==> config.mk <==
export PLATFORM = sky130hd
export DESIGN_NAME = lru_recency_stack_unit
export DESIGN_NICKNAME = d
export VERILOG_FILES = /design/src/rtl/lrs_pkg.sv /design/src/rtl/lru_recency_stack_unit.sv /design/src/rtl/lrs_ctrl.sv /design/src/rtl/lrs_datapath.sv
export SDC_FILE = /design/constraint.sdc
export NUM_CORES = 1
export LEC_CHECK = 0
export BUFFER_PORTS_ARGS = -buffer_cell sky130_fd_sc_hd__buf_4
export CAP_MARGIN = 25
export CORE_MARGIN = 10
export CORE_UTILIZATION = 45
export DETAILED_ROUTE_END_ITERATION = 6
export GPL_ROUTABILITY_DRIVEN = 0
export GPL_TIMING_DRIVEN = 0
export PLACE_DENSITY = 0.64
export SYNTH_ARGS = -nofsm -noshare
export SYNTH_HDL_FRONTEND = slang
export SYNTH_HIERARCHICAL = 1
export SYNTH_SLANG_ARGS = --single-unit
==> constraint.sdc <==
create_clock -name i_clk -period 3.38 [get_ports i_clk]
set_input_delay 0.338 -clock i_clk [delete_from_list [all_inputs] [get_ports i_clk]]
set_output_delay 0.338 -clock i_clk [all_outputs]
set_load 0.05 [all_outputs]
==> src/rtl/lrs_pkg.sv <==
// ----------------------------------------------------------------------------
// lrs_pkg
// Shared constants and control types for the LRU recency stack unit.
// ----------------------------------------------------------------------------
package lrs_pkg;

    // Stack geometry
    localparam int CAPACITY = 16;
    localparam int KEY_W    = 16;
    localparam int SIZE_W   = 5;
    localparam int SLOT_W   = 4;
    localparam int PTR_W    = (CAPACITY > 1) ? $clog2(CAPACITY) : 1;
    localparam int CNT_W    = $clog2(CAPACITY + 1);
    localparam int EFF_W    = (SIZE_W > CNT_W) ? SIZE_W : CNT_W;

    // Reset value of the active size register
    localparam logic [SIZE_W-1:0] SIZE_RESET = SIZE_W'(16);

    // Function codes of an input word
    localparam logic FUNC_ACCESS = 1'b0;
    localparam logic FUNC_DUMP   = 1'b1;

    // Controller to datapath commands
    typedef struct packed {
        logic update;     // apply an access to the stack
        logic cnt_clr;    // restart the dump slot counter
        logic cnt_inc;    // advance the dump slot counter
        logic load;       // load the output register from the current slot
        logic load_last;  // the loaded slot closes the dump
    } t_cmd;

    // Datapath to controller status
    typedef struct packed {
        logic out_free;   // output register can take a word this cycle
        logic last_slot;  // dump counter sits on the last active slot
    } t_sts;

endpackage

==> src/rtl/lru_recency_stack_unit.sv <==
// ----------------------------------------------------------------------------
// lru_recency_stack_unit
// LRU recency stack: access words update the stack, dump words read it out.
// ----------------------------------------------------------------------------
// Usage:
//   Input channel (i_in_valid / o_in_stall) carries i_func and i_key.
//   An access word (func 0) moves the key to slot 0 in the cycle it is
//   accepted; it gives no output word. Accesses run at one word per cycle
//   outside a dump. A dump word (func 1) streams one output word per
//   active slot, slot 0 first, with o_last on the final slot. Once the
//   dump is accepted, the input stays stalled until the last slot is
//   loaded into the output register; a load waits while the receiver
//   stalls a held word. The dump counter steps through the stack cells.
//   Output channel (o_out_valid / i_out_stall) is registered; a stalled
//   word holds until taken, and an access may be accepted meanwhile.
//   i_cfg_we writes i_cfg_data into the active size (1..16, 0 reads as 1,
//   above 16 as 16); write it only while the block is idle.
//   Synchronous reset clears the stack to zeros, sets active size to 16
//   and empties the output register.
// ----------------------------------------------------------------------------
module lru_recency_stack_unit (
    input  logic                       i_clk,
    input  logic                       i_rst_n,
    input  logic                       i_cfg_we,
    input  logic [lrs_pkg::SIZE_W-1:0] i_cfg_data,
    input  logic                       i_in_valid,
    output logic                       o_in_stall,
    input  logic                       i_func,
    input  logic [lrs_pkg::KEY_W-1:0]  i_key,
    output logic                       o_out_valid,
    input  logic                       i_out_stall,
    output logic [lrs_pkg::KEY_W-1:0]  o_entry_value,
    output logic [lrs_pkg::SLOT_W-1:0] o_slot_index,
    output logic                       o_last
);
    import lrs_pkg::*;

    t_cmd cmd;
    t_sts sts;

    // Controller
    lrs_ctrl u_ctrl (
        .i_clk      (i_clk),
        .i_rst_n    (i_rst_n),
        .i_in_valid (i_in_valid),
        .i_func     (i_func),
        .o_in_stall (o_in_stall),
        .i_sts      (sts),
        .o_cmd      (cmd)
    );

    // Datapath
    lrs_datapath u_datapath (
        .i_clk         (i_clk),
        .i_rst_n       (i_rst_n),
        .i_cfg_we      (i_cfg_we),
        .i_cfg_data    (i_cfg_data),
        .i_key         (i_key),
        .i_cmd         (cmd),
        .o_sts         (sts),
        .o_out_valid   (o_out_valid),
        .i_out_stall   (i_out_stall),
        .o_entry_value (o_entry_value),
        .o_slot_index  (o_slot_index),
        .o_last        (o_last)
    );

endmodule

==> src/rtl/lrs_ctrl.sv <==
// ----------------------------------------------------------------------------
// lrs_ctrl
// Controller: accepts input words and sequences a dump slot by slot.
// ----------------------------------------------------------------------------
module lrs_ctrl (
    input  logic          i_clk,
    input  logic          i_rst_n,
    input  logic          i_in_valid,
    input  logic          i_func,
    output logic          o_in_stall,
    input  lrs_pkg::t_sts i_sts,
    output lrs_pkg::t_cmd o_cmd
);
    import lrs_pkg::*;

    typedef enum logic {
        S_IDLE,
        S_DUMP
    } t_state;

    t_state r_state;
    t_state n_state;
    logic   accept;

    // Input is taken only between dumps
    assign o_in_stall = (r_state != S_IDLE);
    assign accept     = i_in_valid && !o_in_stall;

    // Command decode and next state
    always_comb begin
        n_state = r_state;
        o_cmd   = '0;
        unique case (r_state)
            S_IDLE: begin
                if (accept) begin
                    if (i_func == FUNC_DUMP) begin
                        o_cmd.cnt_clr = 1'b1;
                        n_state       = S_DUMP;
                    end else begin
                        o_cmd.update = 1'b1;
                    end
                end
            end
            S_DUMP: begin
                if (i_sts.out_free) begin
                    o_cmd.load      = 1'b1;
                    o_cmd.load_last = i_sts.last_slot;
                    if (i_sts.last_slot) begin
                        n_state = S_IDLE;
                    end else begin
                        o_cmd.cnt_inc = 1'b1;
                    end
                end
            end
            default: n_state = S_IDLE;
        endcase
    end

    // State register
    always_ff @(posedge i_clk) begin
        if (!i_rst_n) begin
            r_state <= S_IDLE;
        end else begin
            r_state <= n_state;
        end
    end

endmodule

==> src/rtl/lrs_datapath.sv <==
// ----------------------------------------------------------------------------
// lrs_datapath
// Recency stack cells, active size register, dump counter and output register.
// ----------------------------------------------------------------------------
module lrs_datapath (
    input  logic                       i_clk,
    input  logic                       i_rst_n,
    input  logic                       i_cfg_we,
    input  logic [lrs_pkg::SIZE_W-1:0] i_cfg_data,
    input  logic [lrs_pkg::KEY_W-1:0]  i_key,
    input  lrs_pkg::t_cmd              i_cmd,
    output lrs_pkg::t_sts              o_sts,
    output logic                       o_out_valid,
    input  logic                       i_out_stall,
    output logic [lrs_pkg::KEY_W-1:0]  o_entry_value,
    output logic [lrs_pkg::SLOT_W-1:0] o_slot_index,
    output logic                       o_last
);
    import lrs_pkg::*;

    logic [SIZE_W-1:0] r_active_size;
    logic [KEY_W-1:0]  r_stack [CAPACITY];
    logic [KEY_W-1:0]  n_stack [CAPACITY];
    logic [PTR_W-1:0]  r_cnt;
    logic              r_out_valid;
    logic [KEY_W-1:0]  r_out_value;
    logic [PTR_W-1:0]  r_out_index;
    logic              r_out_last;

    logic [EFF_W-1:0]  size_ext;
    logic [EFF_W-1:0]  eff_size;
    logic [PTR_W-1:0]  last_idx;
    logic [CAPACITY-1:0] active;
    logic [CAPACITY-1:0] match;
    logic [CAPACITY-1:0] shift_en;
    logic              hit;

    // Effective size clamped to 1..CAPACITY
    always_comb begin
        size_ext = EFF_W'(r_active_size);
        if (size_ext == '0) begin
            eff_size = EFF_W'(1);
        end else if (size_ext > EFF_W'(CAPACITY)) begin
            eff_size = EFF_W'(CAPACITY);
        end else begin
            eff_size = size_ext;
        end
        last_idx = PTR_W'(eff_size - EFF_W'(1));
    end

    // Per-cell compare; a cell shifts when its index is at or below the victim slot
    always_comb begin
        for (int j = 0; j < CAPACITY; j++) begin
            active[j] = (EFF_W'(j) < eff_size);
            match[j]  = active[j] && (r_stack[j] == i_key);
        end
        hit = |match;
        for (int j = 0; j < CAPACITY; j++) begin
            shift_en[j] = hit ? (|(match >> j)) : active[j];
        end
    end

    // Next stack contents
    always_comb begin
        for (int j = 0; j < CAPACITY; j++) begin
            n_stack[j] = r_stack[j];
        end
        if (i_cmd.update) begin
            n_stack[0] = i_key;
            for (int j = 1; j < CAPACITY; j++) begin
                if (shift_en[j]) begin
                    n_stack[j] = r_stack[j-1];
                end
            end
        end
    end

    // Stack cells and active size
    always_ff @(posedge i_clk) begin
        if (!i_rst_n) begin
            r_active_size <= SIZE_RESET;
            for (int j = 0; j < CAPACITY; j++) begin
                r_stack[j] <= '0;
            end
        end else begin
            if (i_cfg_we) begin
                r_active_size <= i_cfg_data;
            end
            for (int j = 0; j < CAPACITY; j++) begin
                r_stack[j] <= n_stack[j];
            end
        end
    end

    // Dump slot counter
    always_ff @(posedge i_clk) begin
        if (!i_rst_n) begin
            r_cnt <= '0;
        end else if (i_cmd.cnt_clr) begin
            r_cnt <= '0;
        end else if (i_cmd.cnt_inc) begin
            r_cnt <= r_cnt + PTR_W'(1);
        end
    end

    // Output register
    always_ff @(posedge i_clk) begin
        if (!i_rst_n) begin
            r_out_valid <= 1'b0;
        end else if (i_cmd.load) begin
            r_out_valid <= 1'b1;
        end else if (!i_out_stall) begin
            r_out_valid <= 1'b0;
        end
    end

    always_ff @(posedge i_clk) begin
        if (i_cmd.load) begin
            r_out_value <= r_stack[r_cnt];
            r_out_index <= r_cnt;
            r_out_last  <= i_cmd.load_last;
        end
    end

    // Status back to the controller
    assign o_sts.out_free  = !r_out_valid || !i_out_stall;
    assign o_sts.last_slot = (r_cnt == last_idx);

    assign o_out_valid   = r_out_valid;
    assign o_entry_value = r_out_value;
    assign o_slot_index  = SLOT_W'(r_out_index);
    assign o_last        = r_out_last;

endmodule

## Word level (Yosys, flattened, before mapping)

Memory sizes are Yosys's and may differ from the RTL's. A register that Yosys moved wholly into a read port is not among the register bits.
Cells that the tools add are included.
W data, S select, Z words.

| word-level totals | value |
|---|---|
| bits in registers | 16 |
| bits in latches | 0 |
| bits in writable memories | 256 |
| memory bits (read-only) | 0 |
| logic and storage cells | 164 |
| memories | 1 |

| operators by class | value |
|---|---|
| add/subtract/negate cells | 2 |
| multipliers | 0 |
| divide/modulo/power cells | 0 |
| magnitude comparators | 17 |
| eq/ne operators | 18 |
| shift operators | 0 |
| multiplexer cells | 63 |
| bitwise logic cells | 18 |
| reductions and logical operators | 39 |

Memory list:

| memory | words | bits a word | rd ports | clocked after memory_dff | write ports | line | source |
|---|---|---|---|---|---|---|---|
| u_datapath.r_stack | 16 | 16 | 17 | 1 | 16 | lrs_datapath.sv:22 | `logic [KEY_W-1:0] r_stack [CAPACITY];` |

Operators by type and width:

| cell | number |
|---|---|
| $mux W16 | 31 |
| $eq A16 B16 Y1 | 16 |
| $mux W256 | 1 |
| $lt A4 B5 Y1 const A | 8 |
| $mux W1 | 24 |
| $lt A3 B5 Y1 const A | 4 |
| $logic_and A1 B1 Y1 | 17 |
| $or A1 B1 Y1 | 16 |
| $reduce_or A16 Y1 | 1 |
| $reduce_or A15 Y1 | 1 |
| $reduce_or A14 Y1 | 1 |
| $reduce_or A13 Y1 | 1 |
| $reduce_or A12 Y1 | 1 |
| $reduce_or A11 Y1 | 1 |
| $lt A1 B5 Y1 const A | 2 |
| $lt A2 B5 Y1 const A | 2 |
| $mux W5 | 2 |
| $reduce_or A10 Y1 | 1 |
| $reduce_or A9 Y1 | 1 |
| $reduce_or A8 Y1 | 1 |
| $reduce_or A7 Y1 | 1 |
| $mux W3 | 2 |
| $reduce_or A6 Y1 | 1 |
| $gt A5 B5 Y1 const B | 1 |
| 15 further kinds | 20 |

## Longest topological paths before layout

Gate-level depths: netlist of run 1.

| depth | value |
|---|---|
| word-level depth | 10 |
| depth in mapped cells | 12 |
| mapped depth without buffers | 10 |

## Modules after synthesis

Netlist of run 1, hierarchy kept.

By module, submodules not included:

| module | times used | cells each | area each (um^2) | sequential area each (um^2) |
|---|---|---|---|---|
| lrs_datapath | 1 | 1613 | 16646.0 | 5955.7 |
| lrs_ctrl | 1 | 9 | 77.6 | 20.0 |

## Worst setup path before layout of run 1

OpenSTA, ideal clock, no wires.

| timing path | value |
|---|---|
| path kind | register to register |
| start point | reg u_datapath.r_cnt[0] |
| end point | reg u_datapath.r_out_value[13], in the netlist u_datapath/o_entry_value[13] (read register of u_datapath.r_stack), data pin |
| library setup time | 0.272 ns |
| arrival | 2.504 ns |
| required time | 3.108 ns |
| setup slack | 0.604 ns |
| stages on the path, launching flop included | 6 |
| clock period less this slack | 2.776 ns |
| cell sequence | dfxtp_1 clkbuf_1 buf_1 buf_1 mux4_2 mux4_2 |

RTL lines:

| item | line | source |
|---|---|---|
| from (decl) | lrs_datapath.sv:24 | `logic [PTR_W-1:0] r_cnt;` |
| from (signal assigned) | lrs_datapath.sv:102 | `r_cnt <= r_cnt + PTR_W'(1);` |
| to (decl) | lrs_datapath.sv:26 | `logic [KEY_W-1:0] r_out_value;` |

==> results.md, run 1 <==
* Status: completed
* Setup crit start kind: flop
* Setup violations, final at 0
* Power Total at 8300 uW
* Die area at 0.0453 sq mm
* Pins Over Slew Limit at 0
* Std-Cell Rows at 70
* CP endpoint kind: flop
* #FFs+latches synth at 288
* Port Buf Inserts at 32
* Largest net degree at the start of global routing at 13
* Ant. Diodes at 0
* Max rail drop VDD at 0.428 mV
* Fmax at 0.298 GHz
* Leakage power figure at 0.00723 uW
* Worst path arrival time at 3.82 ns
* Layout net count at 1723
* Synth Net Count at 1651
* ANT nets after route at 0
* Clk_lat worst skew at 0.56 ns
* Max Fanout on Critical Path at 10
* Synth Warn # at 6
* Least-Margin Pin Slew at 0.992 ns
* Max Root-Sink Buffers at 3
* Register area share after synthesis at 35.7%
* Initial Utilization at 45.7%
* Max stage delay on crit path at 0.66 ns
* # clock sinks at 288
* CP max stage cell: nor4_4
* Top_reg_cell synth: dfxtp_1
* Fillers at 3296
* Clock transition at path regs at 0.06 ns
* Aggregate global routing overflow at 0
* WL final at 62700 um
* Vias at 13900
* DRT Pass-1 Iters at 5
* Syn Std Cell Area at 0.0167 sq mm
* GRT Total Usage at 27.3%
* Critical path, cell by cell: or2_1 > a31oi_2 > nand4b_1 > nor3_1 > nor4_4 > nand2_2 > o21ai_4 > buf_4 > mux2i_1
* Core ar. at 0.0366 sq mm
* Max_cap viols at 0
* Tmin final at 3.35 ns
* Skew final at 0.0223 ns
* Final hold vios at 0
* Initial antenna violation count at 0
* 1st-iter DRT viols at 1677
* CTS tree: built
* Critical Path RT at 3.85 ns
* Setup bufs post-CTS at 0
* Layout cells sized above 1 at 15.1%
* Multi-input logic area at 0.0100 sq mm
* Asr flop ratio synth at 0%
* Wirelength per Cell at 28.6 um
* Cells after Synth at 1622
* Crit path kind: reg -> reg
* CTS buffer count at 35
* Max-Slew Margin vs Limit at 33.9%
* Vias per cell at 6.35
* Register Area at 0.00598 sq mm
* Hold Crit Class: in -> reg
* Mapped Avg Cell Area at 10.3 sq um
* Die H at 213 um
* Drt drc at 0
* Dpl hpwl at 48600 um
* Vias in the first global route at 13700
* Die X-Extent at 213 um
* Part of the cycle the worst path needs at 99.2%
* RSZ-0062 raised after global routing: yes
* Setup TNS at 0 ns
* PwrDens at 442 mW/mm^2
* Top Ports at 50
* Netlist cell types at 73
* First-pass GRT wire length at 90700 um
* EDFF count, synth at 21
* Root Driver: clkbuf_16
* Max H-tree Level at 2
* Syn-to-layout area delta at 12.2%
## layout by cell type (no fill, tap or decap), types with 17 or more instances in the layout
master,synthesis,layout
nand2_1,278,278
dfxtp_1,267,267
mux2i_1,246,246
xor2_1,193,193
mux4_2,80,80
xnor2_1,72,72
nor4_1,70,70
clkbuf_1,55,59
buf_4,23,55
clkbuf_16,0,37
nor3_1,32,32
nand4_1,32,32
nand3_1,24,24
nor2b_1,22,22
edfxtp_1,21,21
nor2_1,21,20
a31oi_1,18,18
buf_6,17,17
or3_1,17,17
## cells in the mapped netlist, types with 3 or more instances
cell type	count	area share, %
a21o_1	3	0.13
a21oi_1	5	0.15
a31oi_1	18	0.67
buf_1	11	0.25
buf_2	11	0.33
buf_4	23	1.0
buf_6	17	1.1
clkbuf_1	55	1.2
dfxtp_1	267	32
edfxtp_1	21	3.8
inv_1	3	0.067
mux2i_1	246	15
mux4_2	80	11
nand2_1	278	6.2
nand2b_1	4	0.15
nand3_1	24	0.72
nand3b_1	4	0.18
nand4_1	32	1.2
nor2_1	21	0.47
nor2b_1	22	0.82
nor3_1	32	0.96
nor4_1	70	2.6
nor4b_1	5	0.26
o211ai_1	16	0.72
o21ai_4	11	1.1
or2_1	3	0.11
or3_1	17	0.64
or4_1	4	0.18
xnor2_1	72	3.8
xor2_1	193	10
## where the power goes
group          switching (uW)  leakage [uW]  internal [uW]
sequential               27.8       0.00235           3470
clock                    1560      0.000549           2200
combinational             692       0.00433            352
total                    2280       0.00723           6020
## through the flow
stage | utilization (%) | cells | worst slack (ns) | hold WS [ns] | area, sq um
after floorplan | - | 1622 | 0.604 | 0.406 | 16700
after global placement | 47.9 | 2122 | -0.676 | 0.420 | 17500
after detailed placement | 48.0 | 2124 | -0.335 | 0.426 | 17600
after CTS | 51.2 | 2188 | 0.0534 | 0.0312 | 18700
after global routing | 51.2 | 2188 | -0.0103 | 0.0453 | 18800
final | 51.2 | 2188 | 0.0284 | 0.0519 | 18800
## worst max-delay path: cells and delay by family, from the launching register on
kind,cells,cell delay (ns)
flip-flops,1,0.40
AO/OA/AOI/OAI,2,0.86
multiplexers,1,0.21
AND/OR/NAND/NOR,5,1.49
buffers and inverters,1,0.30
## layout make-up
cell class | count | area share, %
Tap cell | 468 | 3.12
Clock buffer | 44 | 5.18
Multi-Input combinational cell | 1211 | 53.5
Clock inverter | 19 | 0.847
Timing Repair Buffer | 35 | 1.51
Buffer | 119 | 3.89
Inverter | 4 | 0.0800
Sequential cell | 288 | 31.9
## routing by layer
metal,track usage (%),vias up,wire (um)
met5,0,-,0
li1,-,5984,-
met2,41.7,897,27700
met4,22.6,0,5510
met3,5.44,209,5950
met1,33.0,6801,23600
## sequential cells by signal, indices dropped and copies added (netlist names)
| signal | cells |
|---|---|
| u_datapath/r_cnt | 4 |
| u_ctrl/o_in_stall | 1 |
| u_datapath/o_slot_index | 4 |
| u_datapath/o_last | 1 |
| u_datapath/r_active_size | 5 |
| u_datapath/r_stack | 256 |
| u_datapath/o_entry_value | 16 |
| u_datapath/o_out_valid | 1 |
## cell families (layout without fill, tap and decap cells)
logic type / Yosys count / count (layout) / synth area share [%]
AO/OA/AOI/OAI: 75 / 75 / 4.20
multiplexers: 326 / 326 / 25.5
buffers and inverters: 123 / 221 / 4.29
flip-flops: 288 / 288 / 35.7
AND/OR/NAND/NOR: 543 / 543 / 16.3
adder cells (fa/ha/maj): 2 / 2 / 0.150
XOR/XNOR: 265 / 265 / 13.9
## path summary, 6_finish.rpt
| check | start | slack [ns] | cells past startpoint | end |
|---|---|---|---|---|
| setup / recovery | u_datapath/r_active_size[0] | 0.03 | 9 | u_datapath/r_stack[6][15] |
| hold / removal | i_rst_n | 0.05 | 2 | u_ctrl/o_in_stall |
| setup reg to reg | u_datapath/r_active_size[0] | 0.03 | 9 | u_datapath/r_stack[6][15] |
| hold reg to reg | u_datapath/r_cnt[2] | 0.44 | 0 | u_datapath/o_slot_index[2] |
## repair_timing
item | 4_1_cts | 5_1_grt
setup endpoints to repair | 21 | 23
hold endpoints to repair | 1 | 0
hold buffers | 1 | 0
gates resized for setup | 8 | 5
No activity file was read; power rests on OpenSTA's default activity.
==> run 2, diff against run 1 <==
--- a/config.mk
+++ b/config.mk
@@ -8,11 +8,11 @@
 export BUFFER_PORTS_ARGS = -buffer_cell sky130_fd_sc_hd__buf_4
 export CAP_MARGIN = 25
 export CORE_MARGIN = 10
-export CORE_UTILIZATION = 45
+export CORE_UTILIZATION = 50
 export DETAILED_ROUTE_END_ITERATION = 6
 export GPL_ROUTABILITY_DRIVEN = 0
 export GPL_TIMING_DRIVEN = 0
-export PLACE_DENSITY = 0.64
+export PLACE_DENSITY = 0.69
 export SYNTH_ARGS = -nofsm -noshare
 export SYNTH_HDL_FRONTEND = slang
 export SYNTH_HIERARCHICAL = 1
==> constraint.sdc (replaced) <==
create_clock -name i_clk -period 3.7 [get_ports i_clk]
set_input_delay 0.37 -clock i_clk [delete_from_list [all_inputs] [get_ports i_clk]]
set_output_delay 0.37 -clock i_clk [all_outputs]
set_load 0.05 [all_outputs]
==> run 2 against run 1 <==
Compared with the run above:
- the flow now finishes with violations (design-rule violations)
- via count is 0.58% higher
- clock skew is 0.0092 ns lower
- die area is 9.1% lower
- count of clock-buffer cells in the layout is 2 higher
- largest cell class unchanged
- largest power group unchanged
==> results.md, run 2 (same netlist as run 1, synthesis figures left out) <==
* Core ar. at 0.0328 sq mm (-10%)
* Setup TNS at 0 ns (unchanged)
* Vias at 14000 (+0.58%)
* Clock network fraction of total power at 43.6% (-1.7 points)
* Fillers at 2836 (-14%)
* WL final at 61500 um (-1.9%)
* Internal power at 5370 uW (-11%)
* Wirelength per Cell at 28.5 um (-0.51%)
* Switching fraction of total power at 26.8% (-0.72 points)
* Worst r2r src: u_datapath/r_cnt[0]
* Fmax at 0.287 GHz (-3.7%)
* Setup violations, final at 0 (unchanged)
* Initial Utilization at 51.0% (+5.3 points)
* Critical path, cell by cell: clkbuf_1 > buf_1 > buf_1 > mux4_2 > mux4_2
* Root Driver: clkbuf_16
* PnR worst setup slack at 0.220 ns (+0.192 ns)
* GRT Total Usage at 29.0% (+1.7 points)
* Final hold vios at 0 (unchanged)
* CP max stage cell: buf_1
* Hold Crit Class: in -> reg
* 1st-iter DRT viols at 1788 (+6.6%)
* Reg2reg setup slack at 0.22 ns (+0.19 ns)
* Port Buf Inserts at 32 (unchanged)
* Clock transition at path regs at 0.06 ns (about the same)
* Max_cap viols at 0 (unchanged)
* First-pass GRT wire length at 90000 um (-0.75%)
* Status: finished with violations
* Pre-CTS WS at 0.137 ns (+0.472 ns)
* Met2 Use GR at 44.6% (+2.9 points)
* Crit path kind: reg -> reg
* RSZ-0062 raised after global routing: no
* R2R depth at 5 (-4)
* Worst hold start: i_cfg_data[4]
* Clk_lat worst skew at 0.57 ns (about the same)
* R2R Path End: u_datapath/o_entry_value[1]
* Highest-count cells in the layout ignoring fill and taps: 278 x nand2_1, 267 x dfxtp_1, 246 x mux2i_1, 193 x xor2_1, 80 x mux4_2
* Vias in the first global route at 13600 (-0.36%)
* Initial antenna violation count at 3 (+3)
* Max rail drop VDD at 0.507 mV (+18%)
* CTS tree: built
* Tmin final at 3.48 ns (+0.128 ns)
* Hold_buf cts at 0 (-1)
* Failing checks: design-rule violations
* Commonest non-fill, non-tap cell in the layout: nand2_1
* Setup bufs post-CTS at 0 (unchanged)
* Top Ports at 50 (unchanged)
* Combinational power share at 12.9% (+0.3 points)
* Syn-to-layout area delta at 11.3%
* CTS buffer count at 31 (-11%)
* Worst path arrival time at 3.77 ns (-0.05 ns)
* Hold path depth at 3 (+1)
* Part of the cycle the worst path needs at 94.0% (-5.1 points)
* Die X-Extent at 203 um (-4.7%)
* PwrDens at 394 mW/mm^2 (-11%)
* Layout cells sized above 1 at 15.0% (-0.12 points)
* Layout net count at 1719 (-0.23%)
* Max stage delay on crit path at 0.78 ns (+0.12 ns)
* Die H at 203 um (-4.7%)
* Max reg flops at 256 (unchanged)
* Resized cells post-CTS at 0 (-8)
* Aggregate global routing overflow at 0 (unchanged)
* Fin area at 0.0186 sq mm (-0.82%)
* Critical Path RT at 3.99 ns (+0.14 ns)
* Met3 Use GR at 5.83% (+0.39 points)
* Endpoint, Worst Hold: u_datapath/r_active_size[4]
* Sequential share of power at 43.5% (+1.4 points)
* Met1 usage at 35.3% (+2.4 points)
* Max H-tree Level at 1 (-1)
* Die area at 0.0412 sq mm (-9.1%)
* Largest net degree at the start of global routing at 15 (+2)
* Std-Cell Rows at 66 (-5.7%)
* Max-Slew Margin vs Limit at 30.1% (-3.8 points)
* Dpl hpwl at 47200 um (-3.0%)
* NetSw at 1960 uW (-14%)
* Top reg by flops: u_datapath/r_stack
* Skew final at 0.0131 ns (-0.00920 ns)
* Pins Over Slew Limit at 0 (unchanged)
* Global route hottest layer: met2
* Drt drc at 6 (+6)
* # clock sinks at 288 (unchanged)
* Leakage power figure at 0.00719 uW (-0.60%)
* ANT nets after route at 0 (unchanged)
* CP endpoint kind: flop
* Vias per cell at 6.48 (+2.0%)
* DRT Pass-1 Iters at 7 (+2)
* Area after DPL at 0.0175 sq mm (-0.26%)
* Setup crit start kind: flop
* Max Fanout on Critical Path at 10 (unchanged)
* Max Root-Sink Buffers at 3 (unchanged)
* Least-Margin Pin Slew at 1.05 ns (+0.0569 ns)
-- run 2: cell types whose count changed in the layout (fill, tap and decap cells not counted), moves of 2 or more --
cell	change
clkinv_2	+3
buf_8	+2
clkbuf_8	+9
clkbuf_2	-2
clkbuf_16	-6
buf_1	+5
clkdlybuf4s15_2	-3
clkinv_1	-8
-- run 2: cell type report --
type / count / area (sq um) / share of cell area [%]
diodes: 1 / 2.50 / 0.0134
plain buffers: 119 / 703 / 3.78
clock buffers: 46 / 942 / 5.06
clock inverters: 11 / 109 / 0.585
inverters: 4 / 15.0 / 0.0807
multi-input cells: 1211 / 10000 / 53.9
flip-flops and latches: 288 / 5980 / 32.1
well taps: 442 / 553 / 2.97
repair buffers: 35 / 275 / 1.48
-- run 2: worst max-delay path by stage --
stage / startpoint / endpoint / slack [ns] / cells past startpoint
after global routing: u_datapath/r_cnt[0] / u_datapath/o_entry_value[1] / 0.05 / 5
after global placement: u_datapath/r_cnt[0] / u_datapath/r_cnt[3] / -0.25 / 9
after floorplan: u_datapath/r_cnt[0] / u_datapath/o_entry_value[13] / 0.92 / 5
final: u_datapath/r_cnt[0] / u_datapath/o_entry_value[1] / 0.22 / 5
after detailed placement: i_key[11] / u_datapath/r_stack[1][14] / 0.14 / 11
after CTS: u_datapath/r_cnt[0] / u_datapath/o_entry_value[2] / 0.13 / 5
-- run 2: worst max-delay path, delay by kind of cell (launching register included) --
kind                   cells  cell delay, ns
DFF                        1            0.36
buffers and inverters      3            1.65
muxes                      2            1.20
-- run 2: through the flow --
stage,hold WS (ns),total power (uW),cells,utilization (%)
6_report,0.0169,7340,2157,56.8
5_1_grt,0.0254,7520,2156,56.7
4_1_cts,0.00351,7330,2155,56.7
3_5_place_dp,0.415,4170,2098,53.5
3_3_place_gp,0.418,4160,2096,53.4
2_1_floorplan,0.406,3890,1622,-
-- run 2: routing by layer --
metal	share of wire, %	routed length (um)
met1	36	22400
met2	44	26800
met3	11	6590
met4	9.1	5620
met5	0.049	30
-- run 2: power groups by stage --
stage | sequential [uW] | combinational (uW) | clock (uW)
after floorplan | 3300 | 588 | 0
after global placement | 3260 | 901 | 0
after detailed placement | 3260 | 909 | 0
after CTS | 3190 | 913 | 3230
after global routing | 3190 | 969 | 3350
final | 3190 | 943 | 3200
